File: src/rtl/nnt_isqrt.sv
// Multi-cycle floor integer square root of a 50-bit value, one result bit per cycle.
// Depends on nothing outside this file.
`timescale 1ns / 1ps
`default_nettype none
module nnt_isqrt (
  input  wire logic        clk,
  input  wire logic        rst_n,
  input  wire logic        start,
  input  wire logic [49:0] radicand,
  output logic             done,
  output logic [24:0]      root
);
  logic [49:0] rem_r, rem_nxt;
  logic [49:0] res_r, res_nxt;
  logic [4:0]  step_r, step_nxt;
  logic        busy_r, busy_nxt;
  logic        done_r, done_nxt;
  logic [51:0] trial;
  logic [51:0] bitv;

  // Classic restoring digit recurrence; bit walks from 2^48 down by fours.
  // The partial result carries the scaled root and only narrows to 25 bits at the end.
  always_comb begin
    bitv = 52'd1 << {step_r, 1'b0};
    trial = {2'b00, res_r} + bitv;
    rem_nxt = rem_r;
    res_nxt = res_r;
    step_nxt = step_r;
    busy_nxt = busy_r;
    done_nxt = 1'b0;
    if (start) begin
      rem_nxt = radicand;
      res_nxt = '0;
      step_nxt = 5'd24;
      busy_nxt = 1'b1;
    end else if (busy_r) begin
      if ({2'b00, rem_r} >= trial) begin
        rem_nxt = rem_r - trial[49:0];
        res_nxt = 50'((({2'b00, res_r} >> 1) + bitv));
      end else begin
        res_nxt = res_r >> 1;
      end
      if (step_r == 5'd0) begin
        busy_nxt = 1'b0;
        done_nxt = 1'b1;
      end else begin
        step_nxt = step_r - 5'd1;
      end
    end
  end

  always_ff @(posedge clk) begin
    if (!rst_n) begin
      busy_r <= 1'b0;
      done_r <= 1'b0;
    end else begin
      busy_r <= busy_nxt;
      done_r <= done_nxt;
    end
    rem_r  <= rem_nxt;
    res_r  <= res_nxt;
    step_r <= step_nxt;
  end

  assign done = done_r;
  assign root = res_r[24:0];
endmodule
`default_nettype wire

File: config.mk
export PLATFORM = sky130hd
export DESIGN_NAME = nnt_isqrt
export DESIGN_NICKNAME = d
export VERILOG_FILES = /design/src/rtl/nnt_isqrt.sv
export SDC_FILE = /design/constraint.sdc
export NUM_CORES = 1
export LEC_CHECK = 0
export BUFFER_PORTS_ARGS = -buffer_cell sky130_fd_sc_hd__buf_2
export CAP_MARGIN = 20
export CORE_UTILIZATION = 45
export CTS_CLUSTER_DIAMETER = 50
export DETAILED_ROUTE_END_ITERATION = 16
export PLACE_DENSITY = 0.73
export RECOVER_POWER = 25
export SLEW_MARGIN = 15
export SYNTH_ARGS = -nofsm -noshare
export SYNTH_HDL_FRONTEND = slang
export SYNTH_SLANG_ARGS = --single-unit
File: constraint.sdc
create_clock -name clk -period 11.8 [get_ports clk]
set_input_delay 1.18 -clock clk [delete_from_list [all_inputs] [get_ports clk]]
set_output_delay 1.18 -clock clk [all_outputs]
set_load 0.02 [all_outputs]
==> flow_metrics.tcl, run 1 <==
set metrics [dict create \
    final_area_mm2 0.0118 \
    min_path_cells 2 \
    drc 0 \
    grt.total_usage_pct 24.0 \
    dp.cells 1743 \
    critPathKind "register to register" \
    seq_area_frac_synth_pct 23.6 \
    die_h_um 160 \
    r2r-start "step_r[4]" \
    r2r_cells 22 \
    synthMuxAreaShare_pct 1.42 \
    reg2reg_slack_ps 4490 \
    post-route-min-period_ps 7310 \
    drv_slew 147 \
    tightest_slew_ps 3480 \
    coreArea_mm2 0.0243 \
    synth_cells 1436 \
    cts_tree "done" \
    synth.avg_cell_area_um2 7.79 \
    cts_resized 0 \
    async_reset_ff_share_pct 0 \
    num_rows 57 \
    p_leak_nw 4.63 \
    finalCritPeriodShare_pct 61.9 \
    status "finished with violations" \
    stdcell_count 1759 \
    finalHoldViolations 0 \
    drive_gt1_share_pct 7.46 \
    dp_hpwl_um 23300 \
    firstDrtPassIters 5 \
    num_io_pins 79 \
    cts_buffer_depth 2 \
    clock.fmax_mhz 137 \
    gp_congestion 0.937 \
    ir_drop_mv 0.0860 \
    reg2reg_to "rem_r[35]" \
    synthXorXnorAreaFrac_pct 9.47 \
    fin_ws_ps 4490 \
    finalClockSkew_ps 12.5 \
    final_cell_mix "nand2_1 (148), nor2_1 (147), o21ai_0 (113)" \
    ys_ff_latch 107 \
    max_cap_violations 2 \
    fillers 2380 \
    die_x_um 160 \
    hold_buffers 0 \
    cp.required_ps 11820 \
    post_cts_buffers 0 \
    ys.flop_type "dfxtp_1" \
    vias 10667 \
    min_to "res_r[0]" \
    slowest_stage "a211oi_1" \
    path_cells "nor3_1 -> and2_0 -> ha_1 -> a31oi_1 -> a211oi_1 -> a22oi_1 -> nand2b_1 -> a31oi_1 -> o21ai_0 -> a21oi_1 -> o31ai_1 -> xnor2_1 -> ha_1 -> nand2_1 -> a21oi_1 -> a221oi_1 -> a21boi_0 -> nor3_4 -> a21o_1 -> buf_4 -> o21ai_4 -> buf_4" \
    synthDistinctLibCells 73 \
    critPathMaxFanout 50 \
    antenna_found_initial 0 \
    netlist_area_mm2 0.0112 \
    cp-end-kind "register" \
    design_power_total_mw 2.33 \
    antenna_cells 0 \
    grt_pass1_wl_um 49700 \
    grt_overflow_total 0 \
    wl_um 30700 \
    clk_pin_slew_ps 80 \
    synth-edff-count 50 \
    crit_path_max_incr_delay_ps 620 \
    drt_iter0_markers 949 \
    postRouteAntennaNets 0 \
    synthAdderAreaFrac_pct 12.1 \
    fin_hold_ws_ps 520 \
    grt_pass1_vias 9556 \
    ys_warn_count 0 \
    vias_per_cell 6.06 \
    relSlewSlack_pct -132 \
    final_util_pct 48.5 \
    fin_nets 1591 \
    synthSimpleGateAreaFrac_pct 19.7 \
    start_util_pct 46.0 \
    cts-htree-levels 3 \
    min_path_type "register to register" \
    pre_cts_slack_ps 4730 \
    fin_tns_setup_ps 0 \
    place_area_mm2 0.0115 \
    rsz0062_at_grt "false" \
    setup_viol 0 \
    p_per_area_mw_per_mm2 197 \
    placement.io_buffers 78 \
    cts.sinks 107 \
    area_growth_pct 5.52 \
    violations "capacitance limit, slew limit" \
    critPathLaunchType "register" \
    die-area_mm2 0.0255 \
    regArea_mm2 0.00264 \
    multiInputGateArea_mm2 0.00793 \
    synth_compound_area_share_pct 28.0 \
    clk_latency_ps 360 \
    worstPathArrival_ps 7330 \
    cts-buffers-inserted 9 \
    wl_per_cell_um 17.5 \
    synth_top_family_by_area "compound AO/OA/AOI/OAI gates" \
    grt_max_degree 95 \
    layout_commonest_cell "nand2_1" \
    cts_root_buf "clkbuf_16" \
    synth_fp_nets 1597 \
    worstHoldStart "res_r[0]" \
]
## logic make-up (layout without fill, tap and decap cells)
group / Yosys count / after routing
AO/OA/AOI/OAI: 479 / 479
XOR/XNOR: 121 / 121
adder cells (fa/ha/maj): 108 / 108
buffers and inverters: 135 / 134
flip-flops: 107 / 107
multiplexers: 15 / 15
AND/OR/NAND/NOR: 471 / 471
## worst max-delay path: cells and delay by family, from the launching register on
family | cells | cell delay (ps)
and+or+nand+nor | 5 | 1520
AOI/OAI and AO/OA | 12 | 3490
adders and majority gates | 2 | 570
DFF | 1 | 430
buffers and inverters | 2 | 680
xor gates and xnor gates | 1 | 200
## per-layer routing
| metal | part of all wire, % | wire, um | vias up | GRT usage (%) |
|---|---|---|---|---|
| li1 | - | - | 5287 | - |
| met1 | 49 | 15200 | 4943 | 35.8 |
| met2 | 43 | 13200 | 408 | 36.8 |
| met3 | 6.1 | 1880 | 29 | 1.95 |
| met4 | 1.7 | 512 | 0 | 6.42 |
| met5 | 0 | 0 | - | 0 |
## sequential cells by signal, summed over array words and instances (netlist names)
register,flops
rem_r,50
res_r,50
step_r,5
busy_r,1
done,1
## worst max path at each step
stage / from / endpoint / cells past startpoint
after floorplan: step_r[2] / rem_r[0] / 22
after global placement: step_r[4] / rem_r[42] / 22
after detailed placement: step_r[4] / rem_r[42] / 24
after CTS: step_r[4] / rem_r[37] / 24
after global routing: step_r[4] / rem_r[35] / 22
final: step_r[4] / rem_r[35] / 22
## cell usage after synthesis, drive strengths merged, types with 3 or more instances
library cell,count,area (um^2)
ha,107,1340
a21oi,100,512
or2,5,31.3
a311oi,4,41.3
a211oi,43,323
nor4,9,62.6
nand4,29,194
a21boi,6,45.1
o211ai,10,75.1
o21ai,119,596
o21a,10,75.1
and2,18,113
dfxtp,57,1140
nor3,35,186
o41ai,3,33.8
a21o,46,345
and3,18,113
nand2,148,556
o21bai,20,150
xor2,67,587
a31o,10,87.6
a221o,4,40.0
nor2b,5,31.3
a211o,4,35.0
a221oi,8,70.1
inv,34,128
nand2b,14,87.6
buf,34,244
and4,9,78.8
o31ai,14,119
mux2i,8,80.1
a31oi,46,294
clkbuf,67,255
or3,9,56.3
o311a,7,70.1
xnor2,54,473
nand3,19,95.1
o211a,4,40.0
edfxtp,50,1500
o22ai,4,25.0
nor2,147,552
mux2,7,78.8
## report_power, final
group	internal [mW]	switching [mW]
logic	0.556	0.829
registers	0.526	0.0952
clock network	0.169	0.153
total	1.25	1.08
## layout make-up
class / instances / area share (%)
clock buffers: 12 / 2.35
clock inverters: 4 / 0.233
inverters: 34 / 1.08
multi-input cells: 1194 / 67.2
flip-flops and latches: 107 / 22.4
well taps: 324 / 3.43
repair buffers: 84 / 3.34
Note: power is estimated with default switching activity, not from simulation.
==> run 2, diff against run 1 <==
PLACE_DENSITY = 0.76   (was 0.73)
clock period = 6.71 ns   (was 11.8 ns; I/O delays follow)
==> run 2 against run 1 <==
The flow still finishes with violations (capacitance limit, slew limit). Register-to-register slack worse by 4100 ps. Die area unchanged. Count of clock-buffer cells in the layout down 3. Sequential power up 76%. Non-clock buffer count up 13. Sequential share of layout area down 0.28 points. Clock skew down 1.2 ps. Via count up 1.9%. Total power up 78%. Final area up 1.3%. Utilization up 0.65 points. Largest cell class unchanged. Largest power group unchanged.
==> flow_metrics.tcl, run 2 (same netlist as run 1, synthesis figures left out) <==
set metrics [dict create \
    cp.required_ps 7010 \
    r2r-start "step_r[0]" \
    die-area_mm2 0.0255 \
    p_leak_nw 4.68 \
    layout_commonest_cell "nand2_1" \
    cts_buffer_depth 2 \
    grt.total_usage_pct 24.0 \
    setup_viol 0 \
    cts_root_buf "clkbuf_16" \
    cts-buffers-inserted 9 \
    clock.fmax_mhz 158 \
    hold_buffers 0 \
    cp-startpoint "step_r[0]" \
    clk_pin_slew_ps 80 \
    drt_iter0_markers 1172 \
    p_per_area_mw_per_mm2 347 \
    grt_pass1_vias 9685 \
    violations "capacitance limit, slew limit" \
    finalCritPeriodShare_pct 94.3 \
    num_rows 57 \
    worstHoldStart "res_r[0]" \
    reg2reg_to "res_r[42]" \
    critPathLaunchType "register" \
    grt_max_degree 95 \
    die_x_um 160 \
    design_power_total_mw 4.15 \
    finalClockSkew_ps 11.3 \
    cts_tree "done" \
    num_io_pins 79 \
    start_util_pct 46.0 \
    min_path_type "register to register" \
    dp_hpwl_um 23700 \
    min_to "res_r[0]" \
    tightest_slew_ps 3200 \
    antenna_cells 0 \
    cp-end-kind "register" \
    rsz0062_at_grt "false" \
    fin_tns_setup_ps 0 \
    r2r_cells 27 \
    reg2reg_slack_ps 380 \
    firstDrtPassIters 6 \
    gp_congestion 0.984 \
    drive_gt1_share_pct 9.25 \
    wl_um 31600 \
    post-route-min-period_ps 6330 \
    antenna_found_initial 0 \
    coreArea_mm2 0.0243 \
    placement.io_buffers 78 \
    reg.largest.list "rem_r: 50 flops, res_r: 50 flops, step_r: 5 flops" \
    finalHoldViolations 0 \
    relSlewSlack_pct -113 \
    critPathKind "register to register" \
    fin_nets 1605 \
    grt_pass1_wl_um 50000 \
    max_cap_violations 1 \
    postRouteAntennaNets 0 \
    area_growth_pct 6.94 \
    worstPathArrival_ps 6640 \
    drv_slew 86 \
    ir_drop_mv 0.137 \
    drc 0 \
    cts-htree-levels 3 \
    status "finished with violations" \
    vias_per_cell 6.13 \
    clk_latency_ps 360 \
    grt_overflow_total 0 \
    critPathMaxFanout 8 \
    cts.sinks 107 \
    wl_per_cell_um 17.8 \
    die_h_um 160 \
    min_path_cells 2 \
    final_cell_mix "nand2_1 (148), nor2_1 (147), o21ai_0 (112)" \
    vias 10867 \
]
run 2: cell type report:
type / instances / area (um^2)
Sequential cell: 107 / 2650
Timing Repair Buffer: 97 / 512
Clock inverter: 7 / 51.3
Tap cell: 324 / 405
Inverter: 34 / 128
Clock buffer: 9 / 225
Fill cell: 2374 / 12400
Multi-Input combinational cell: 1195 / 8000
run 2: worst max-delay path by stage:
stage | to | slack (ps) | cells after the start
floorplan | rem_r[0] | 180 | 22
global placement | res_r[41] | 420 | 26
detailed placement | rem_r[42] | 150 | 22
CTS | rem_r[33] | 110 | 22
global route | res_r[42] | 40 | 27
finish | res_r[42] | 380 | 27
run 2: worst max-delay path, stage by stage, from the launching register on:
cell	delay (ps)
dfxtp_1	430
inv_1	120
ha_1	280
and2_1	210
ha_1	220
ha_1	220
a21oi_2	190
o21ai_1	170
o311a_1	450
nand2_1	150
nand2b_1	80
a21oi_1	230
nor2b_1	120
o211ai_1	260
nand2_1	100
xnor2_1	240
ha_1	360
and3_1	200
a221o_1	350
a221oi_2	310
o221ai_2	170
nor3_4	250
buf_4	220
buf_4	160
nor2_1	130
o211a_1	230
nor4_1	260
o31a_1	170
run 2: timing repair:
item / 4_1_cts / 5_1_grt
resized for setup: 0 / 16
endpoints found under the setup margin: 0 / 106
setup buffers: 0 / 7
run 2: routing by layer:
layer	up-vias	GRT usage, %	wire [um]
li1	5311	-	-
met1	4992	35.2	15300
met2	509	36.0	13300
met3	55	2.62	2100
met4	0	8.52	942
met5	-	0	0
run 2: metrics by stage:
stage	util [%]	cell area, um^2	std cells	setup WS (ps)	hold WS [ps]
final	49.2	12000	1773	379	525
after CTS	48.8	11900	1765	108	530
after detailed placement	47.7	11600	1749	155	520
after global routing	49.2	12000	1773	36.8	536
after global placement	47.7	11600	1749	424	517
after floorplan	-	11200	1436	175	479
run 2: power by group:
| group | internal (mW) | total, mW | leakage [nW] | switching [mW] |
|---|---|---|---|---|
| Sequential | 0.924 | 1.09 | 0.971 | 0.161 |
| Clock | 0.255 | 0.531 | 0.128 | 0.277 |
| Combinational | 1.02 | 2.53 | 3.59 | 1.51 |
==> run 3, diff against run 2 <==
GPL_TIMING_DRIVEN = 0   (was default)
==> run 3 against run 2 <==
Final area grew 5.4%. First-iteration DRC count fell by 4.7%. Clock power rose by 15%. Utilization grew 2.6 points. The flow now finishes without violations. Total power rose by 6.1%. Routed wire length rose by 15%.
==> flow_metrics.tcl, run 3 (same netlist as run 1, synthesis figures left out) <==
set metrics [dict create \
    p_comb_share_pct 62.0 \
    place_area_mm2 0.0120 \
    drc 0 \
    dp_hpwl_um 27900 \
    postRouteAntennaNets 0 \
    min_path_type "register to register" \
    grt_pass1_vias 10562 \
    worstPathArrival_ps 6700 \
    cp.required_ps 6980 \
    wl_met2_um 15800 \
    cp-end-kind "register" \
    critPathKind "register to register" \
    die-area_mm2 0.0255 \
    antenna_cells 0 \
    finalClockSkew_ps 17.1 \
    worstHoldStart "res_r[0]" \
    hold_buffers 0 \
    routed-wl-met3_um 3100 \
    cts-htree-levels 3 \
    reg.largest.list "rem_r: 50 flops, res_r: 50 flops, step_r: 5 flops" \
    slowest_stage "dfxtp_1" \
    grt_max_degree 23 \
    firstDrtPassIters 6 \
    vias 11452 \
    grt_overflow_total 0 \
    die_x_um 160 \
    switching_share_pct 46.8 \
    reg2reg_to "res_r[35]" \
    finalCritPeriodShare_pct 95.8 \
    reg2reg_slack_ps 280 \
    critPathMaxFanout 10 \
    tightest_slew_ps 1060 \
    antenna_found_initial 0 \
    critPathLaunchType "register" \
    status "completed" \
    r2r_cells 29 \
    fin_nets 1695 \
    wl_met1_um 16200 \
    p_int_mw 2.34 \
    gp_congestion 0.993 \
    switching_power_mw 2.06 \
    path_common_cell "ha_1" \
    final_util_pct 51.8 \
    pwr-share-clk_pct 13.9 \
    crit_path_max_incr_delay_ps 360 \
    p_leak_nw 5.00 \
    coreArea_mm2 0.0243 \
    cts-buffers-inserted 9 \
    p_seq_share_pct 24.1 \
    post-route-min-period_ps 6430 \
    num_rows 57 \
    design_power_total_mw 4.41 \
    setup_viol 0 \
    placement.io_buffers 77 \
    drt_iter0_markers 1117 \
    clk_pin_slew_ps 80 \
    drv_slew 0 \
    min_path_cells 2 \
    cts_root_buf "clkbuf_16" \
    cts.sinks 107 \
    grt_pass1_wl_um 56200 \
    ir_drop_mv 0.224 \
    wl_um 36500 \
    max_cap_violations 0 \
    r2r-start "step_r[1]" \
    grt.total_usage_pct 27.8 \
    min_to "res_r[0]" \
    relSlewSlack_pct 29.1 \
    cts_buffer_depth 2 \
    stdcell_count 1863 \
    p_per_area_mw_per_mm2 349 \
    final_cell_mix "nor2_1 (147), nand2_1 (147), o21ai_0 (111)" \
    routed.top_layer "met4" \
    finalHoldViolations 0 \
    clock.fmax_mhz 156 \
    area_growth_pct 12.7 \
    num_io_pins 79 \
    vias_per_cell 6.15 \
    clk_latency_ps 370 \
    fillers 2321 \
    dp.cells 1839 \
    wl_per_cell_um 19.6 \
    die_h_um 160 \
    drive_gt1_share_pct 12.2 \
    start_util_pct 46.0 \
    final_area_mm2 0.0126 \
    cts_tree "done" \
]
==> run 3: changes by cell type in the layout (fill, tap and decap cells not counted), sizes merged <==
cell      before  now
buf           69   98
inv           36   37
clkinv         2    1
bufinv         0    1
clkinvlp       3    0
clkbuf        37  101
a21oi        101  100
==> run 3: through the flow <==
stage	setup slack, ps	setup TNS, ps	hold slack, ps
2_1_floorplan	175	0	479
3_3_place_gp	-2120	-113370	511
3_5_place_dp	-768	-48750	507
4_1_cts	14.7	0	519
5_1_grt	-83.5	-618	533
6_report	283	0	522
==> run 3: layer usage <==
layer  global-route usage, %  up-vias
met5                       0        -
met4                    12.2        0
met3                    3.82       95
met2                    43.0      559
met1                    38.6     5318
li1                        -     5480
==> run 3: worst max path at each step <==
stage | startpoint | end | cells past startpoint
after global placement | step_r[2] | rem_r[19] | 22
after global routing | step_r[0] | res_r[35] | 29
after detailed placement | step_r[2] | rem_r[19] | 23
after CTS | step_r[1] | res_r[35] | 25
final | step_r[1] | res_r[35] | 29
after floorplan | step_r[2] | rem_r[0] | 22
==> run 3: timing repair <==
| item | in CTS | in global routing |
|---|---|---|
| pin swaps | 3 | 3 |
| gates cloned | 0 | 0 |
| hold endpoints to repair | 0 | 0 |
| resized for setup | 6 | 28 |
| buffers inserted | 5 | 6 |
| setup endpoints to repair | 103 | 108 |
==> run 3: worst max-delay path, delay by kind of cell (launching register included) <==
kind            cells  cell delay, ps
compound gates     11            2190
buf+inv             5            1000
fa+ha+maj           4            1060
xor+xnor            1             160
flops               1             360
simple gates        8            1520
==> run 3: cell type report <==
cell class | count | area, um^2 | share of cell area, %
Buffer | 98 | 490 | 3.89
Sequential cell | 107 | 2640 | 21.0
Timing Repair Buffer | 90 | 522 | 4.14
Tap cell | 324 | 405 | 3.22
Clock buffer | 11 | 264 | 2.09
Clock inverter | 5 | 63.8 | 0.506
Inverter | 34 | 128 | 1.01
Multi-Input combinational cell | 1194 | 8090 | 64.2
==> run 3: power by group through the flow <==
stage | logic (mW) | clock network [mW] | registers [mW]
6_report | 2.73 | 0.612 | 1.06
2_1_floorplan | 1.96 | 0 | 1.01
3_5_place_dp | 2.57 | 0 | 1.07
4_1_cts | 2.62 | 0.616 | 1.05
5_1_grt | 2.97 | 0.638 | 1.08
3_3_place_gp | 2.52 | 0 | 1.07
